$ cat config.mk
export PLATFORM = sky130hd
export DESIGN_NAME = task_ready_queue_core
export DESIGN_NICKNAME = d
export VERILOG_FILES = /design/src/rtl/core/tskq_pkg.sv /design/src/rtl/core/tskq_ctrl.sv /design/src/rtl/core/tskq_dpath.sv /design/src/rtl/core/task_ready_queue_core.sv
export SDC_FILE = /design/constraint.sdc
export NUM_CORES = 1
export LEC_CHECK = 0
export ABC_AREA = 1
export BUFFER_PORTS_ARGS = -buffer_cell sky130_fd_sc_hd__buf_2
export CAP_MARGIN = 20
export CELL_PAD_IN_SITES_DETAIL_PLACEMENT = 0
export CELL_PAD_IN_SITES_GLOBAL_PLACEMENT = 1
export CORE_ASPECT_RATIO = 2
export CORE_MARGIN = 3
export CORE_UTILIZATION = 43
export CTS_CLUSTER_DIAMETER = 200
export DETAILED_ROUTE_END_ITERATION = 8
export MAX_ROUTING_LAYER = met4
export PLACE_DENSITY = 0.73
export REMOVE_ABC_BUFFERS = 1
export SYNTH_ARGS = -nofsm -noshare
export SYNTH_HDL_FRONTEND = slang
export SYNTH_HIERARCHICAL = 1
export SYNTH_SLANG_ARGS = --single-unit
$ cat constraint.sdc
create_clock -name clk -period 3.5 [get_ports clk]
set_input_delay 0.175 -clock clk [delete_from_list [all_inputs] [get_ports clk]]
set_output_delay 0.175 -clock clk [all_outputs]
set_load 0.03 [all_outputs]
$ cat src/rtl/core/tskq_pkg.sv
// Shared types, codes and constants of the task ready queue.
// Used by tskq_ctrl, tskq_dpath and task_ready_queue_core; depends on nothing.
package tskq_pkg;

	localparam int DEPTH_DEF = 16;
	localparam int CFG_IW    = 1;
	localparam int CFG_DW    = 5;

	localparam logic [7:0] EMPTY_TASK = 8'hFF;

	localparam logic [1:0] CMD_ENQ = 2'd0;
	localparam logic [1:0] CMD_DEQ = 2'd1;
	localparam logic [1:0] CMD_CLR = 2'd2;

	localparam logic [1:0] ST_DONE  = 2'd0;
	localparam logic [1:0] ST_FULL  = 2'd1;
	localparam logic [1:0] ST_EMPTY = 2'd2;

	localparam logic [CFG_IW-1:0] REG_SCHED_MODE   = 1'd0;
	localparam logic [CFG_IW-1:0] REG_QUEUE_LENGTH = 1'd1;

	typedef struct packed {
		logic [1:0] command;
		logic [7:0] task_id;
		logic [7:0] task_priority;
	} item_t;

	typedef struct packed {
		logic [1:0] status;
		logic [7:0] dequeued_task;
		logic [7:0] head_task;
		logic [4:0] occupancy;
	} result_t;

	typedef enum logic [3:0] {
		OP_NOP,
		OP_NORM,
		OP_END,
		OP_RD_SCAN,
		OP_CHK,
		OP_RD_SHIFT,
		OP_WR_SHIFT,
		OP_INS,
		OP_RD_HEAD,
		OP_DEQ,
		OP_CLR,
		OP_OUT
	} dp_op_t;

	typedef struct packed {
		dp_op_t     op;
		logic [1:0] res_status;
	} dp_cmd_t;

	typedef struct packed {
		logic       norm_ok;
		logic       full;
		logic       empty;
		logic [1:0] command;
		logic       prio_mode;
		logic       hit;
		logic       scan_last;
		logic       shift_last;
		logic       out_free;
	} dp_stat_t;

endpackage

$ cat src/rtl/core/tskq_ctrl.sv
// Sequencer of the task ready queue: steps one item through normalize, scan,
// shift, insert, remove or clear, head read and result. Depends on tskq_pkg.
module tskq_ctrl (
	input  logic                clk,
	input  logic                arst_n,
	input  logic                item_take,
	input  tskq_pkg::dp_stat_t  stat,
	output tskq_pkg::dp_cmd_t   cmd,
	output logic                stall
);

	typedef enum logic [3:0] {
		S_IDLE,
		S_NORM,
		S_END,
		S_SCAN_RD,
		S_SCAN_CHK,
		S_SHIFT_RD,
		S_SHIFT_WR,
		S_INS,
		S_DEQ_RD,
		S_DEQ,
		S_CLR,
		S_HEAD_RD,
		S_WAIT,
		S_OUT
	} state_t;

	state_t             state_q;
	tskq_pkg::dp_op_t   op_q;
	logic [1:0]         res_q;
	logic               stall_q;

	always_ff @(posedge clk or negedge arst_n) begin
		if (!arst_n) begin
			state_q <= S_IDLE;
			op_q    <= tskq_pkg::OP_NOP;
			res_q   <= tskq_pkg::ST_DONE;
			stall_q <= 1'b0;
		end else begin
			case (state_q)
				S_IDLE: begin
					if (item_take) begin
						state_q <= S_NORM;
						op_q    <= tskq_pkg::OP_NORM;
						res_q   <= tskq_pkg::ST_DONE;
						stall_q <= 1'b1;
					end
				end
				S_NORM: begin
					if (stat.norm_ok) begin
						case (stat.command)
							tskq_pkg::CMD_ENQ: begin
								if (stat.full) begin
									res_q   <= tskq_pkg::ST_FULL;
									state_q <= S_HEAD_RD;
									op_q    <= tskq_pkg::OP_RD_HEAD;
								end else begin
									state_q <= S_END;
									op_q    <= tskq_pkg::OP_END;
								end
							end
							tskq_pkg::CMD_DEQ: begin
								if (stat.empty) begin
									res_q   <= tskq_pkg::ST_EMPTY;
									state_q <= S_HEAD_RD;
								end else begin
									state_q <= S_DEQ_RD;
								end
								op_q <= tskq_pkg::OP_RD_HEAD;
							end
							tskq_pkg::CMD_CLR: begin
								state_q <= S_CLR;
								op_q    <= tskq_pkg::OP_CLR;
							end
							default: begin
								state_q <= S_HEAD_RD;
								op_q    <= tskq_pkg::OP_RD_HEAD;
							end
						endcase
					end
				end
				S_END: begin
					if (!stat.prio_mode || stat.empty) begin
						state_q <= S_INS;
						op_q    <= tskq_pkg::OP_INS;
					end else begin
						state_q <= S_SCAN_RD;
						op_q    <= tskq_pkg::OP_RD_SCAN;
					end
				end
				S_SCAN_RD: begin
					state_q <= S_SCAN_CHK;
					op_q    <= tskq_pkg::OP_CHK;
				end
				S_SCAN_CHK: begin
					if (stat.hit) begin
						state_q <= S_SHIFT_RD;
						op_q    <= tskq_pkg::OP_RD_SHIFT;
					end else if (stat.scan_last) begin
						state_q <= S_INS;
						op_q    <= tskq_pkg::OP_INS;
					end else begin
						state_q <= S_SCAN_RD;
						op_q    <= tskq_pkg::OP_RD_SCAN;
					end
				end
				S_SHIFT_RD: begin
					state_q <= S_SHIFT_WR;
					op_q    <= tskq_pkg::OP_WR_SHIFT;
				end
				S_SHIFT_WR: begin
					if (stat.shift_last) begin
						state_q <= S_INS;
						op_q    <= tskq_pkg::OP_INS;
					end else begin
						state_q <= S_SHIFT_RD;
						op_q    <= tskq_pkg::OP_RD_SHIFT;
					end
				end
				S_INS, S_DEQ, S_CLR: begin
					state_q <= S_HEAD_RD;
					op_q    <= tskq_pkg::OP_RD_HEAD;
				end
				S_DEQ_RD: begin
					state_q <= S_DEQ;
					op_q    <= tskq_pkg::OP_DEQ;
				end
				S_HEAD_RD: begin
					state_q <= S_WAIT;
					op_q    <= tskq_pkg::OP_NOP;
				end
				S_WAIT: begin
					if (stat.out_free) begin
						state_q <= S_OUT;
						op_q    <= tskq_pkg::OP_OUT;
					end
				end
				S_OUT: begin
					state_q <= S_IDLE;
					op_q    <= tskq_pkg::OP_NOP;
					stall_q <= 1'b0;
				end
				default: begin
					state_q <= S_IDLE;
					op_q    <= tskq_pkg::OP_NOP;
					stall_q <= 1'b0;
				end
			endcase
		end
	end

	assign cmd   = '{op: op_q, res_status: res_q};
	assign stall = stall_q;

endmodule

$ cat src/rtl/core/tskq_dpath.sv
// Datapath of the task ready queue: configuration registers, slot memory with
// valid bits, head and count registers, scan and shift pointers, result register.
// Depends on tskq_pkg.
module tskq_dpath #(
	parameter int DEPTH = tskq_pkg::DEPTH_DEF
) (
	input  logic                          clk,
	input  logic                          arst_n,
	input  logic                          cfg_we,
	input  logic [tskq_pkg::CFG_IW-1:0]   cfg_index,
	input  logic [tskq_pkg::CFG_DW-1:0]   cfg_data,
	input  logic                          item_take,
	input  tskq_pkg::item_t               item,
	input  tskq_pkg::dp_cmd_t             cmd,
	output tskq_pkg::dp_stat_t            stat,
	input  logic                          out_stall,
	output logic                          out_valid,
	output tskq_pkg::result_t             out_data
);

	localparam int CW = $clog2(DEPTH + 1);
	localparam int IW = (DEPTH > 1) ? $clog2(DEPTH) : 1;

	logic                  sched_mode_q;
	logic [4:0]            queue_length_q;
	logic [CW-1:0]         len;

	logic [15:0]           mem_q [DEPTH];
	logic [DEPTH-1:0]      vld_q;
	logic [15:0]           rd_q;
	logic                  rd_vld_q;

	logic [IW-1:0]         head_q;
	logic [CW-1:0]         cnt_q;
	logic [IW-1:0]         ptr_q;
	logic [IW-1:0]         sp_q;
	logic [CW-1:0]         k_q;
	logic [CW-1:0]         j_q;

	tskq_pkg::item_t       item_q;
	logic [7:0]            deq_q;
	tskq_pkg::result_t     out_q;
	logic                  out_valid_q;

	logic [CW-1:0]         head_c;
	logic [CW:0]           end_sum;
	logic [IW-1:0]         end_ptr;
	logic [IW-1:0]         ptr_prev;
	logic [IW-1:0]         rd_addr;
	logic                  rd_en;
	logic                  wr_en;
	logic [15:0]           wr_data;
	logic [7:0]            rd_task;
	logic                  hit;

	function automatic logic [IW-1:0] ptr_inc(input logic [IW-1:0] p, input logic [CW-1:0] l);
		return (CW'(p) + CW'(1) == l) ? '0 : p + IW'(1);
	endfunction

	function automatic logic [IW-1:0] ptr_dec(input logic [IW-1:0] p, input logic [CW-1:0] l);
		return (p == '0) ? IW'(l - CW'(1)) : p - IW'(1);
	endfunction

	always_comb begin
		if (32'(queue_length_q) > DEPTH) begin
			len = CW'(DEPTH);
		end else if (queue_length_q == 5'd0) begin
			len = CW'(1);
		end else begin
			len = CW'(queue_length_q);
		end
	end

	assign head_c   = CW'(head_q);
	assign end_sum  = (CW + 1)'(head_c) + (CW + 1)'(cnt_q);
	assign end_ptr  = (end_sum >= (CW + 1)'(len)) ? IW'(end_sum - (CW + 1)'(len)) : IW'(end_sum);
	assign ptr_prev = ptr_dec(ptr_q, len);
	assign rd_task  = rd_vld_q ? rd_q[7:0] : tskq_pkg::EMPTY_TASK;
	assign hit      = rd_q[15:8] > item_q.task_priority;

	always_comb begin
		case (cmd.op)
			tskq_pkg::OP_RD_SCAN:  rd_addr = sp_q;
			tskq_pkg::OP_RD_SHIFT: rd_addr = ptr_prev;
			default:               rd_addr = head_q;
		endcase
	end

	assign rd_en   = cmd.op inside {tskq_pkg::OP_RD_SCAN, tskq_pkg::OP_RD_SHIFT,
	                                tskq_pkg::OP_RD_HEAD};
	assign wr_en   = cmd.op inside {tskq_pkg::OP_WR_SHIFT, tskq_pkg::OP_INS};
	assign wr_data = (cmd.op == tskq_pkg::OP_INS) ?
	                 {item_q.task_priority, item_q.task_id} : rd_q;

	always_ff @(posedge clk) begin
		if (wr_en) begin
			mem_q[ptr_q] <= wr_data;
		end
		if (rd_en) begin
			rd_q     <= mem_q[rd_addr];
			rd_vld_q <= vld_q[rd_addr];
		end
	end

	always_ff @(posedge clk or negedge arst_n) begin
		if (!arst_n) begin
			sched_mode_q   <= 1'b1;
			queue_length_q <= 5'd16;
		end else if (cfg_we) begin
			case (cfg_index)
				tskq_pkg::REG_SCHED_MODE:   sched_mode_q   <= cfg_data[0];
				tskq_pkg::REG_QUEUE_LENGTH: queue_length_q <= cfg_data;
				default: ;
			endcase
		end
	end

	always_ff @(posedge clk or negedge arst_n) begin
		if (!arst_n) begin
			vld_q       <= '0;
			head_q      <= '0;
			cnt_q       <= '0;
			ptr_q       <= '0;
			sp_q        <= '0;
			k_q         <= '0;
			j_q         <= '0;
			out_valid_q <= 1'b0;
		end else begin
			if (cmd.op == tskq_pkg::OP_CLR) begin
				vld_q <= '0;
			end else if (wr_en) begin
				vld_q[ptr_q] <= (cmd.op == tskq_pkg::OP_INS) ? 1'b1 : rd_vld_q;
			end
			case (cmd.op)
				tskq_pkg::OP_NORM: begin
					if (head_c >= len) begin
						head_q <= IW'(head_c - len);
					end
					if (cnt_q > len) begin
						cnt_q <= len;
					end
				end
				tskq_pkg::OP_END: begin
					ptr_q <= end_ptr;
					sp_q  <= head_q;
					k_q   <= '0;
					j_q   <= cnt_q;
				end
				tskq_pkg::OP_CHK: begin
					if (!hit) begin
						k_q  <= k_q + CW'(1);
						sp_q <= ptr_inc(sp_q, len);
					end
				end
				tskq_pkg::OP_WR_SHIFT: begin
					ptr_q <= ptr_prev;
					j_q   <= j_q - CW'(1);
				end
				tskq_pkg::OP_INS: begin
					cnt_q <= cnt_q + CW'(1);
				end
				tskq_pkg::OP_DEQ: begin
					head_q <= ptr_inc(head_q, len);
					cnt_q  <= cnt_q - CW'(1);
				end
				tskq_pkg::OP_CLR: begin
					head_q <= '0;
					cnt_q  <= '0;
				end
				default: ;
			endcase
			if (cmd.op == tskq_pkg::OP_OUT) begin
				out_valid_q <= 1'b1;
			end else if (!out_stall) begin
				out_valid_q <= 1'b0;
			end
		end
	end

	always_ff @(posedge clk) begin
		if (item_take) begin
			item_q <= item;
			deq_q  <= tskq_pkg::EMPTY_TASK;
		end else if (cmd.op == tskq_pkg::OP_DEQ) begin
			deq_q <= rd_task;
		end
		if (cmd.op == tskq_pkg::OP_OUT) begin
			out_q.status        <= cmd.res_status;
			out_q.dequeued_task <= deq_q;
			out_q.head_task     <= (cnt_q == '0) ? tskq_pkg::EMPTY_TASK : rd_task;
			out_q.occupancy     <= 5'(cnt_q);
		end
	end

	always_comb begin
		stat.norm_ok    = (head_c < len) && (cnt_q <= len);
		stat.full       = cnt_q >= len;
		stat.empty      = cnt_q == '0;
		stat.command    = item_q.command;
		stat.prio_mode  = sched_mode_q;
		stat.hit        = hit;
		stat.scan_last  = (k_q + CW'(1)) == cnt_q;
		stat.shift_last = j_q == (k_q + CW'(1));
		stat.out_free   = !out_valid_q || !out_stall;
	end

	assign out_valid = out_valid_q;
	assign out_data  = out_q;

endmodule

$ cat src/rtl/core/task_ready_queue_core.sv
// Top level of the task ready queue: controller, datapath and configuration port.
// Depends on tskq_pkg, tskq_ctrl and tskq_dpath.
//
// Ready queue of task identifiers in a circular slot memory of programmable
// length (queue_length, clamped to 1..DEPTH; issue a clear after changing it).
// In priority mode (sched_mode 1) an enqueue goes ahead of the first entry with
// a larger priority value, so equal priorities keep FIFO order; in round-robin
// mode it goes to the tail. One command is processed at a time and gives one
// result with status, dequeued task, new head and occupancy. A priority enqueue
// reads and checks entries from the head until one has a larger priority value
// and, if it finds one, shifts the entries from there to the tail by one slot,
// each with a read and a write, as the slot memory takes one access at a time.
// The first command after a length change stays in normalization, subtracting
// the length from the head pointer until it is back in range and clamping the
// count to the new length. An output stall holds a finished command in its
// wait state until the output register is free.
// A result is held in an output register; configuration writes are always
// accepted and must only be issued while the queue is idle.
module task_ready_queue_core #(
	parameter int DEPTH = tskq_pkg::DEPTH_DEF
) (
	input  logic                          clk,
	input  logic                          arst_n,
	input  logic                          cfg_valid,
	output logic                          cfg_ready,
	input  logic [tskq_pkg::CFG_IW-1:0]   cfg_index,
	input  logic [tskq_pkg::CFG_DW-1:0]   cfg_data,
	input  logic                          in_valid,
	output logic                          in_stall,
	input  tskq_pkg::item_t               in_data,
	output logic                          out_valid,
	input  logic                          out_stall,
	output tskq_pkg::result_t             out_data
);

	tskq_pkg::dp_cmd_t   cmd;
	tskq_pkg::dp_stat_t  stat;
	logic                item_take;
	logic                cfg_we;

	assign cfg_ready = 1'b1;
	assign cfg_we    = cfg_valid && cfg_ready;
	assign item_take = in_valid && !in_stall;

	tskq_ctrl u_ctrl (
		.clk       (clk),
		.arst_n    (arst_n),
		.item_take (item_take),
		.stat      (stat),
		.cmd       (cmd),
		.stall     (in_stall)
	);

	tskq_dpath #(
		.DEPTH (DEPTH)
	) u_dpath (
		.clk       (clk),
		.arst_n    (arst_n),
		.cfg_we    (cfg_we),
		.cfg_index (cfg_index),
		.cfg_data  (cfg_data),
		.item_take (item_take),
		.item      (in_data),
		.cmd       (cmd),
		.stat      (stat),
		.out_stall (out_stall),
		.out_valid (out_valid),
		.out_data  (out_data)
	);

`ifndef SYNTHESIS
	a_take_then_stall: assert property (@(posedge clk) disable iff (!arst_n)
		item_take |=> in_stall)
		else $error("input transfer not followed by stall");

	a_empty_head: assert property (@(posedge clk) disable iff (!arst_n)
		(out_valid && out_data.occupancy == 5'd0) |-> out_data.head_task == tskq_pkg::EMPTY_TASK)
		else $error("empty queue reports a head task");

	a_fail_no_deq: assert property (@(posedge clk) disable iff (!arst_n)
		(out_valid && out_data.status != tskq_pkg::ST_DONE)
		|-> out_data.dequeued_task == tskq_pkg::EMPTY_TASK)
		else $error("failed command reports a dequeued task");

	a_deq_empty_occ: assert property (@(posedge clk) disable iff (!arst_n)
		(out_valid && out_data.status == tskq_pkg::ST_EMPTY) |-> out_data.occupancy == 5'd0)
		else $error("dequeue on empty with nonzero occupancy");
`endif

endmodule

### After elaboration in Yosys (flattened, before gate mapping)

Memories as Yosys holds them, arrays and structs flattened. A register that Yosys moved wholly into a read port is not among the register bits.
Cells that the tools add are included.

* bits in registers: 111
* memory bits (writable): 256
* output and inout bits: 26
* word-level logic and storage cells: 176
* memories kept: 1

Memory list
* u_dpath.mem_q: words 16, width 16, read ports 1, clocked after memory_dff 1, write ports 1, line tskq_dpath.sv:28 `logic [15:0] mem_q [DEPTH];`

* $add $sub $neg: 13
* magnitude comparators: 11
* eq/ne operators: 39
* muxes and demuxes: 55
* bitwise gates (word level): 2
* reduce and logical (&&, ||, !) cells: 32

Operators with widths (number)
* $mux 4: 14
* $mux 16: 3
* $pmux 4 s11: 1
* $pmux 4 s10: 1
* $eq 4x4->1 const B: 9
* $eq 4x3->1 const B: 8
* $pmux 4 s2: 4
* $pmux 4 s3: 2
* $eq 5x5->1: 4
* $mux 5: 4
* $pmux 5 s2: 2
* $pmux 5 s4: 1
* $bwmux 16: 1
* $eq 4x2->1 const B: 4
* $mux 2: 6
* $reduce_and 2->1: 6
* $reduce_or 12->1: 1
* $add 4x1->5 const B: 2
* $add 5x1->5 const B: 2
* $logic_not 5->1: 2
* $lt 4x5->1 const B: 2
* $reduce_bool 2->1: 5
* $sub 5x1->5 const B: 2
* $add 4x1->4 const B: 2
* 37 further kinds: 64

### Depth between registers and ports, before layout

Gate-level depths: netlist of the first run.

* depth after elaboration: 8
* gate-level depth with buffers: 18

### Cells and area by module

The synthesis of the first run kept the hierarchy.

By module, submodules not included
* tskq_dpath: instances 1, cells an instance 1883, area an instance 18047.3 um2, seq. area each 10842.9 um2
* tskq_ctrl: instances 1, cells an instance 137, area an instance 857.1 um2, seq. area each 275.3 um2
* task_ready_queue_core: instances 1, cells an instance 4, area an instance 21.3 um2, seq. area each 0.0 um2

### Least setup slack after synthesis of the first run

Ideal clock, no wire load.

* path type: flip-flop to flip-flop
* start: reg u_ctrl.op_q[3]
* end: reg u_dpath.rd_q[0], read port of u_dpath.mem_q, enable pin
* arrival: 2370 ps
* slack: 712 ps
* cell stages (with the launch flop): 6
* period minus slack after synthesis: 2788 ps
* cell sequence: dfrtp_1 inv_2 nor2_1 clkinv_1 clkbuf_1 o31ai_1

* longest elaborated chain between the ends: 2
* elaborated cells on any way between the ends: 5
* those cells by class: 3 x eq/ne; 1 x mux; 1 x reduce/logical

Ends and longest elaborated chain
* from (decl): line tskq_ctrl.sv:30 `tskq_pkg::dp_op_t op_q;`
* from (signal assigned): line tskq_ctrl.sv:37 `op_q <= tskq_pkg::OP_NOP;`
* from (signal assigned): line tskq_ctrl.sv:45 `op_q <= tskq_pkg::OP_NORM;`
* from (signal assigned): line tskq_ctrl.sv:57 `op_q <= tskq_pkg::OP_RD_HEAD;`
* $eq 4x2->1 (tied with other cells): line tskq_dpath.sv:89 `assign rd_en = cmd.op inside {tskq_pkg::OP_RD_SCAN, tskq_pkg::OP_RD_SHIFT,`
* $reduce_bool 3->1 (*): line tskq_dpath.sv:89
* named net u_dpath.rd_en: line tskq_dpath.sv:50 `logic rd_en;`
* to (decl): line tskq_dpath.sv:30 `logic [15:0] rd_q;`

Mark *: on every way through the listed nets, which the timed path passes. The rest lies on a longest branch.
A chain may end at the register's enable or synchronous reset.

### Worst setup path in the final report of the first run

* start: reg u_dpath.head_q[0]
* end: reg u_dpath.ptr_q[1]

* longest elaborated chain between the ends: 4
* elaborated cells on any way between the ends: 5
* those cells by class: 2 x add/sub; 1 x order compare; 2 x mux

Ends and longest elaborated chain
* from (decl): line tskq_dpath.sv:33 `logic [IW-1:0] head_q;`
* from (signal assigned): line tskq_dpath.sv:137 `head_q <= IW'(head_c - len);`
* from (signal assigned): line tskq_dpath.sv:163 `head_q <= ptr_inc(head_q, len);`
* $add 4x5->6 (*): line tskq_dpath.sv:75 `assign end_sum = (CW + 1)'(head_c) + (CW + 1)'(cnt_q);`
* $ge 6x5->1 or $sub 4x4->4 (tied branches): line tskq_dpath.sv:76 `assign end_ptr = (end_sum >= (CW + 1)'(len)) ? IW'(end_sum - (CW + 1)'(len)) : IW'(end_sum);`
* $mux 4 (*): line tskq_dpath.sv:76
* $pmux 4 s2 (*): line tskq_dpath.sv:134 `case (cmd.op)`
* to (signal assigned): line tskq_dpath.sv:144 `ptr_q <= end_ptr;`
* to (signal assigned): line tskq_dpath.sv:156 `ptr_q <= ptr_prev;`
* to (decl): line tskq_dpath.sv:35 `logic [IW-1:0] ptr_q;`

Mark *: on every way between the ends. The rest lies on a longest branch, timed or not.

==> results.cfg, run 1 <==
[route]
wire_per_inst_um = 19.9
vias = 14169
wirelength_um = 53500
drc = 0
viasPerCell = 5.28
drtAntennaViolNets = 0
drtIter0Drc = 947
firstDrtPassIters = 5

[grt]
grt_pass1_wl_um = 80800
grt_max_degree = 137
antenna_found_initial = 0
grt_pass1_vias = 13995
grtUsageTotal = 0.235
overflow = 0

[synthesis]
netlist_area_um2 = 18900
async_reset_ff_frac = 0.159
syn_inst = 2024
synthFlopType = edfxtp_1
synth_warnings = 6
avgSynthCellArea_um2 = 9.35
yosysUniqueCellTypes = 47
yosysSeqAreaShare = 0.587
synth-edff-count = 314
ys_ff_latch = 383

[clock_network]
clockBufferDepth = 3
cts_hold_buf = 27
post_cts_buffers = 0
cts_tree = done
cts.sinks = 383
root_buffer = clkbuf_16
clk_latency_ns = 0.53
cts_made_buffers = 37
htree_levels = 2
ctsResizeCount = 0
clkTransAtPathRegs_ns = 0.07

[worst_setup_path]
cp.arrival_ns = 3.24
path_cells = ha_1 -> fa_1 -> a21oi_1 -> o21ai_0 -> xor2_1 -> ha_1 -> nand2_1 -> nor2_1 -> nor3b_1 -> buf_4 -> nand2_1 -> nand2_1 -> nand3_1 -> nand2_1 -> nand2_1
required_ns = 3.91
critPathLaunchType = register
cp-end-kind = register
crit_family = adder cells
crit_type = reg2reg
critPathMaxStageDelay_ns = 0.47
cp_num_buf_inv = 1
path_max_fanout = 8
cpMostUsedCell = nand2_1
critical-path-slowest-cell = dfrtp_1

[run_status]
status = finished clean

[floorplanning]
dieArea_um2 = 46700
initial_core_util = 0.435
fp.coreArea_um2 = 43500
chipHeight_um = 303
io-pin-count = 55
fp-row-count = 108
die_x_um = 154

[timing]
rsz0062_at_grt = false
slew_violations = 0
fmax_mhz = 354
finalCritPeriodShare = 0.808
fin_skew_ns = 0.0133
final.setup.tns_ns = 0
hold_viol_final = 0
fin_hold_ws_ns = 0.0678
slew_headroom = 0.368
tightest_slew_ns = 0.947
period_needed_ns = 2.83
setup_viol = 0

[placement]
postPlaceCellArea_um2 = 19900
gp_congestion = 0.907
io_buffers = 53
hpwlAfterDp_um = 33300
dp_cells = 2593

[layout]
nFillCells = 4099
final_common_cell = nand2_1
nets = 2175
design_area_um2 = 21300
stdcell_count = 2684
num_antenna_cells = 0
area_growth_pct = 12.7
drive_gt1_frac = 0.106
layout_common_cells = nand2_1 (714), edfxtp_1 (314), nand3_1 (287), inv_1 (186), nor2_1 (72)

[pwr]
p_total_mw = 19.3
leakage_nw = 9.61
vdd_ir_drop_max_v = 0.000549
powerDensity_nw_per_um2 = 904

[hold_path]
min_path_type = in2reg

[run]
drv_cap = 0
worst paths after layout:
check,startpoint,end,slack (ns),depth (start not counted)
max,u_dpath/head_q[0],u_dpath/ptr_q[1],0.67,15
min,cfg_index,u_dpath/queue_length_q[4],0.07,3
max reg2reg,u_dpath/head_q[0],u_dpath/ptr_q[1],0.67,15
min reg2reg,u_dpath/deq_q[3],u_dpath/out_data[16],0.43,0
max in group asynchronous,arst_n,u_dpath/queue_length_q[0],2.39,3
min in group asynchronous,arst_n,u_ctrl/state_q[2],0.10,2
synth_stat cells (all sizes together) (2+ instances only):
library cell / instances / area share
inv: 201 / 0.040
a211oi: 3 / 0.0012
nor3: 3 / 0.0014
o211ai: 9 / 0.0036
a31oi: 5 / 0.0017
xnor2: 8 / 0.0037
dfstp: 2 / 0.0028
nor4: 3 / 0.00099
dfrtp: 59 / 0.078
fa: 4 / 0.0042
nand3b: 20 / 0.0079
a21oi: 43 / 0.011
or2: 5 / 0.0017
nand2: 731 / 0.15
ha: 33 / 0.022
mux2: 2 / 0.0012
o21a: 2 / 0.00079
dfxtp: 8 / 0.0085
clkinv: 4 / 0.00079
edfxtp: 314 / 0.50
o21ai: 35 / 0.0093
o22ai: 23 / 0.0076
clkbuf: 11 / 0.0022
nor2: 85 / 0.019
nand4: 9 / 0.0030
nand3: 296 / 0.081
xor2: 18 / 0.0083
buf: 81 / 0.028
layer usage:
layer | GRT usage | wire length (um) | up-vias
li1 | - | - | 6868
met1 | 0.255 | 19500 | 6771
met2 | 0.430 | 28800 | 387
met4 | 0.116 | 2920 | 0
met3 | 0.0206 | 2270 | 143
met5 | - | 0 | -
final cells by class:
class / count / area (um^2) / area share
Clock inverter: 17 / 211 / 0.00992
Sequential cell: 383 / 11100 / 0.521
Timing Repair Buffer: 138 / 1070 / 0.0502
Multi-Input combinational cell: 1344 / 6500 / 0.305
Inverter: 205 / 772 / 0.0362
Tap cell: 550 / 688 / 0.0323
Clock buffer: 47 / 963 / 0.0452
per-stage QoR:
step,worst slack [ns],util
final,0.673,0.490
after global routing,0.391,0.490
after CTS,0.681,0.490
after detailed placement,0.706,0.457
after global placement,0.691,0.457
after floorplan,-0.900,-
sequential cells by signal (all words and copies together) (netlist names), 4 cells and up:
| register | count |
|---|---|
| u_dpath/deq_q | 8 |
| u_dpath/rd_q | 16 |
| u_dpath/queue_length_q | 5 |
| u_dpath/j_q | 5 |
| u_dpath/out_data | 23 |
| u_dpath/k_q | 5 |
| u_dpath/mem_q | 256 |
| u_dpath/cnt_q | 5 |
| u_dpath/vld_q | 16 |
| u_dpath/ptr_q | 4 |
| u_dpath/head_q | 4 |
| u_dpath/item_q | 16 |
| u_ctrl/op_q | 4 |
| u_ctrl/state_q | 4 |
| u_dpath/sp_q | 4 |
kinds of logic after synthesis:
logic type | after synthesis | share of synthesized area
AO/OA/AOI/OAI | 125 | 0.0376
buffers and inverters | 297 | 0.0709
adder cells (fa/ha/maj) | 37 | 0.0260
XOR/XNOR | 26 | 0.0120
other | 1 | 0.000198
AND/OR/NAND/NOR | 1153 | 0.265
flip-flops | 383 | 0.587
multiplexers | 2 | 0.00119
worst min-delay path: cells and delay by family:
family / cells / cell delay, ns
AND/OR/NAND/NOR: 1 / 0.20
AO/OA/AOI/OAI: 1 / 0.11
buffers and inverters: 1 / 0.10
report_power, final:
| group | leakage [nW] | switching (mW) | internal, mW | total, mW |
|---|---|---|---|---|
| registers | 3.69 | 0.457 | 6.13 | 6.59 |
| logic | 5.36 | 6.03 | 2.67 | 8.70 |
| clock network | 0.562 | 1.68 | 2.32 | 4.00 |
| total | 9.61 | 8.16 | 11.1 | 19.3 |
Power figures use the tool's default switching activity.
==> inputs of run 2 (changes only) <==
Settings changed: ABC_AREA 1 to 0, PLACE_DENSITY 0.73 to 0.72.
Clock period 3.5 ns to 2.6 ns, I/O delays scaled along.
==> run 2 against run 1 <==
Against the previous run: the run now ends with negative setup slack left; clock skew down 0.0012 ns; die area down 6.3%; maximum frequency up 1.8%; final cell count down 16%; largest cell class unchanged; largest power group unchanged.
==> results.cfg, run 2 <==
[run_status]
status = finished with violations
violations = negative setup slack

[clock_network]
htree_levels = 2
clockBufferDepth = 3
clk_latency_ns = 0.54
cts_tree = done
clkTransAtPathRegs_ns = 0.06
cts.sinks = 383
cts_made_buffers = 36
root_buffer = clkbuf_16

[pwr]
leakage_nw = 8.45
p_sw_mw = 10.2
comb_power_share = 0.487
powerDensity_nw_per_um2 = 1190
p_clk_frac = 0.184
vdd_ir_drop_max_v = 0.000442
netSwitchingFraction = 0.376
seqPwrFrac = 0.328
p_int_mw = 17.0

[placement]
io_buffers = 53
postPlaceCellArea_um2 = 20300
dp_cells = 2119
dp_worst_setup_slack_ns = -0.534
gp_congestion = 0.946
hpwlAfterDp_um = 37200

[floorplanning]
io-pin-count = 55
chipHeight_um = 293
fp.coreArea_um2 = 40500
fp-row-count = 104
dieArea_um2 = 43800
die_x_um = 149
initial_core_util = 0.437

[layout]
stdcell_count = 2250
layout_common_cells = edfxtp_1 (314), buf_4 (192), nand3_1 (137), o21ai_0 (103), nand2_1 (89)
area_growth_pct = 28.9
final_util = 0.564
nets = 1760
drive_gt1_frac = 0.315
final_common_cell = edfxtp_1
nFillCells = 3354
design_area_um2 = 22800
num_antenna_cells = 0
largest_register_ffs = 256
top_register = u_dpath/mem_q

[synthesis]
synth_warnings = 6
synth_top_area_share = 0.533
yosysMostFrequentCell = edfxtp_1
synth_area_leaders = edfxtp_1 (53%), dfrtp_1 (8.3%), nand3_1 (4.2%)
netlist_area_um2 = 17700
ys_ff_latch = 383
synth-edff-count = 314
async_reset_ff_frac = 0.159
yosysTopAreaCell = edfxtp_1
synthFlopType = edfxtp_1
synth_commonest_cells = edfxtp_1 (314), nand3_1 (147), o21ai_0 (110), nand2_1 (97), dfrtp_1 (59)
avgSynthCellArea_um2 = 12.5
syn_inst = 1419
yosysSeqAreaShare = 0.628
yosysUniqueCellTypes = 85

[timing]
setup_viol = 26
finalCritPeriodShare = 1.07
period_needed_ns = 2.78
rsz0062_at_grt = true
fin_skew_ns = 0.0121
slew_headroom = 0.437
hold_viol_final = 0
fmax_mhz = 360
tightest_slew_ns = 0.845
slew_violations = 0
setup_ws_ns = -0.177

[route]
vias = 12992
viasPerCell = 5.77
wirelength_um = 54300
met2_length_um = 29800
wire_per_inst_um = 24.1
firstDrtPassIters = 5
drtIter0Drc = 705
top_layer_used = met4
drc = 0
wl_met3_um = 2310
drtAntennaViolNets = 0
wl_met1_um = 18000

[worst_setup_path]
path_max_fanout = 10
critPathLaunchType = register
cp-end-kind = register
required_ns = 2.93
cp.arrival_ns = 3.11
crit_type = reg2reg
r2r_cells = 10

[hold_path]
min_path_type = in2reg
worstHoldPathCells = 5

[grt]
antenna_found_initial = 1
overflow = 0
grt_pass1_vias = 13706
grt_max_degree = 38
grtUsageTotal = 0.255
grt_pass1_wl_um = 81300

[run]
drv_cap = 0
[run 2: changes by cell type after synthesis, moves of 45 or more]
cell	previous run	this run
mux2i_1	0	51
inv_1	186	29
o21ai_0	33	110
nand3_1	287	147
clkbuf_1	11	56
nand2_1	714	97
[run 2: cell type report]
cell class	count	area (um^2)	area share
tap	530	663	0.0291
clock inverter	21	143	0.00625
sequential	383	11100	0.488
multi-input combinational	906	6720	0.294
inverter	30	120	0.00526
timing repair buffer	337	3100	0.136
clock buffer	43	948	0.0416
[run 2: through the flow]
stage / power [mW] / hold slack (ns) / setup TNS, ns
after floorplan: 14.8 / -0.166 / -43.23
after global placement: 20.0 / 0.216 / -12.91
after detailed placement: 20.2 / 0.223 / -13.31
after CTS: 26.7 / 0.124 / -1.51
after global routing: 28.6 / 0.146 / -5.24
final: 27.2 / 0.133 / -2.88
[run 2: final timing paths]
path | from | endpoint | slack, ns
setup / recovery | u_dpath/queue_length_q[1] | u_dpath/rd_q[2] | -0.18
hold / removal | in_valid | u_ctrl/stall | 0.13
setup reg to reg | u_dpath/queue_length_q[1] | u_dpath/rd_q[2] | -0.18
hold reg to reg | u_dpath/deq_q[1] | u_dpath/out_data[14] | 0.43
max in group asynchronous | arst_n | u_dpath/sched_mode_q | 1.65
min in group asynchronous | arst_n | u_dpath/queue_length_q[3] | 0.18
[run 2: logic make-up (layout without fill, tap and decap cells)]
logic type,count (synthesis),count (layout),share of synthesized area
fa+ha+maj,38,38,0.0284
simple gates,473,473,0.139
other cells,1,1,0.000212
xor+xnor,36,36,0.0178
compound gates,288,288,0.112
flops,383,383,0.628
mux,70,70,0.0409
buf+inv,130,431,0.0339
[run 2: critical path, cell delays in order, from the launching register on]
cell and delay (ns):
dfrtp_2 0.48, buf_6 0.15, or4b_4 0.51, nand3_2 0.11, buf_4 0.12, a221o_1 0.23, buf_6 0.15, nor3_4 0.05
buf_6 0.15, a32o_2 0.26, a2111oi_2 0.35
[run 2: what timing repair did]
action | in CTS | in global routing
gates resized for setup | 127 | 58
buffers inserted | 32 | 6
endpoints found under the hold margin | 48 | 0
pin swaps | 41 | 37
gates cloned | 3 | 0
hold buffers | 27 | 0
endpoints found under the setup margin | 138 | 83
[run 2: metal layers]
layer / up-vias / track usage
met5: - / -
met4: 0 / 0.167
met3: 211 / 0.0302
met2: 422 / 0.465
met1: 6431 / 0.251
li1: 5928 / -
[run 2: power by group through the flow]
| stage | registers [mW] | clock network, mW | logic, mW |
|---|---|---|---|
| 6_report | 8.93 | 5.02 | 13.3 |
| 3_5_place_dp | 9.01 | 0 | 11.2 |
| 4_1_cts | 8.91 | 5.13 | 12.7 |
| 2_1_floorplan | 8.89 | 0 | 5.96 |
| 3_3_place_gp | 9.00 | 0 | 11.0 |
| 5_1_grt | 8.99 | 5.37 | 14.2 |
==> inputs of run 3 (changes only) <==
Settings changed: SETUP_SLACK_MARGIN set to 0.05.
==> run 3 against run 2 <==
Against the previous run: the flow still finishes with violations (negative setup slack); clock power about the same; setup slack worse by 0.017 ns; hold slack better by 0.0041 ns; clock skew about the same; sequential power about the same.
==> results.cfg, run 3 (synthesis gave the netlist of run 2 again) <==
[layout]
num_antenna_cells = 0
nets = 1765
final_util = 0.567
area_growth_pct = 29.5
nFillCells = 3330
final_common_cell = edfxtp_1
drive_gt1_frac = 0.317
largest_register_ffs = 256
top_register = u_dpath/mem_q
layout_common_cells = edfxtp_1 (314), buf_4 (195), nand3_1 (137), o21ai_0 (102), nand2_1 (91)

[floorplanning]
fp-row-count = 104
dieArea_um2 = 43800
io-pin-count = 55
die_x_um = 149
fp.coreArea_um2 = 40500
initial_core_util = 0.437
chipHeight_um = 293

[route]
drtIter0Drc = 652
vias = 13051
viasPerCell = 5.79
drtAntennaViolNets = 0
firstDrtPassIters = 5
wire_per_inst_um = 24.2
drc = 0
wirelength_um = 54500

[worst_setup_path]
cp.arrival_ns = 3.12
required_ns = 2.93
crit_type = reg2reg
r2r_start = u_dpath/queue_length_q[1]
cp-end-kind = register
critPathLaunchType = register
reg2reg_setup_slack_ns = -0.19
path_max_fanout = 7
r2r_cells = 10
reg2reg_to = u_dpath/rd_q[2]

[clock_network]
htree_levels = 2
root_buffer = clkbuf_16
cts_made_buffers = 36
cts.sinks = 383
clk_latency_ns = 0.54
clockBufferDepth = 3
clkTransAtPathRegs_ns = 0.06
cts_tree = done

[placement]
gp_congestion = 0.946
dp_worst_setup_slack_ns = -0.534
hpwlAfterDp_um = 37200
io_buffers = 53

[hold_path]
hp-start = in_valid
min_path_type = in2reg
min_to = u_ctrl/stall
worstHoldPathCells = 5

[timing]
fmax_mhz = 358
rsz0062_at_grt = true
finalCritPeriodShare = 1.07
fin_skew_ns = 0.0124
hold_viol_final = 0
period_needed_ns = 2.79
setup_ws_ns = -0.194
slew_violations = 0
slew_headroom = 0.428
setup_viol = 25
tightest_slew_ns = 0.858

[grt]
grt_pass1_wl_um = 81600
grtUsageTotal = 0.256
grt_pass1_vias = 13757
antenna_found_initial = 1
grt_max_degree = 38
overflow = 0

[run]
drv_cap = 0

[pwr]
vdd_ir_drop_max_v = 0.000457
leakage_nw = 8.50
powerDensity_nw_per_um2 = 1200

[run_status]
violations = negative setup slack
status = finished with violations
## run 3: cell types whose count changed in the layout (fill, tap and decap cells not counted), moves of 2 or more
cell	change
a2111oi_4	+2
a2111oi_2	-2
nand2_2	-2
buf_4	+3
nand2_1	+2
## run 3: layout make-up
class	count	area (um^2)	area share
clock buffers	43	948	0.0414
inverters	30	120	0.00524
flip-flops and latches	383	11100	0.485
clock inverters	21	143	0.00622
well taps	530	663	0.0289
multi-input cells	906	6760	0.295
repair buffers	342	3170	0.138
## run 3: report_power, final
group | leakage, nW | internal (mW) | switching [mW] | total, mW
logic | 4.31 | 6.28 | 7.18 | 13.5
registers | 3.66 | 8.11 | 0.828 | 8.94
clock network | 0.533 | 2.73 | 2.29 | 5.02
total | 8.50 | 17.1 | 10.3 | 27.4
## run 3: worst max-delay path by stage
stage	startpoint	to	slack [ns]	cells past startpoint
after CTS	u_dpath/queue_length_q[0]	u_dpath/rd_q[10]	-0.12	11
after global placement	u_dpath/queue_length_q[4]	u_ctrl/res_q[0]	-0.55	12
final	u_dpath/queue_length_q[1]	u_dpath/rd_q[2]	-0.19	10
after detailed placement	u_dpath/queue_length_q[4]	u_ctrl/res_q[0]	-0.53	12
after global routing	u_dpath/queue_length_q[1]	u_dpath/rd_q[2]	-0.31	10
after floorplan	u_ctrl/op_q[0]	u_dpath/rd_q[0]	-2.26	7
## run 3: repair_timing
| action | in CTS | in global routing |
|---|---|---|
| hold buffers | 27 | 0 |
| setup endpoints to repair | 322 | 166 |
| gates cloned | 3 | 0 |
| pin swaps | 50 | 31 |
| endpoints found under the hold margin | 48 | 0 |
| buffers inserted | 37 | 5 |
| gates resized for setup | 140 | 48 |
## run 3: layer usage
| layer | vias up | track usage | routed length, um |
|---|---|---|---|
| met3 | 219 | 0.0285 | 2580 |
| met4 | 0 | 0.158 | 4130 |
| met5 | - | - | 0 |
| met2 | 469 | 0.472 | 30000 |
| met1 | 6426 | 0.253 | 17700 |
| li1 | 5937 | - | - |
## run 3: critical path, stage by stage (launching register included)
cell and delay, ns:
dfrtp_2 0.47, buf_6 0.15, or4b_4 0.51, nand3_2 0.11, buf_4 0.12, a221o_1 0.23, buf_6 0.15, nor3_4 0.06
buf_6 0.15, a32o_2 0.29, a2111oi_2 0.35
## run 3: stage by stage
step | hold WS, ns | instances | instance area, um^2 | total power, mW | TNS, ns
4_1_cts | 0.124 | 2250 | 22700 | 26.9 | -1.50
2_1_floorplan | -0.166 | 1319 | 17200 | 14.8 | -43.23
6_report | 0.137 | 2255 | 22900 | 27.4 | -2.82
3_5_place_dp | 0.223 | 2119 | 20300 | 20.2 | -13.31
5_1_grt | 0.146 | 2255 | 22900 | 28.8 | -5.28
3_3_place_gp | 0.216 | 2119 | 20300 | 20.0 | -12.91
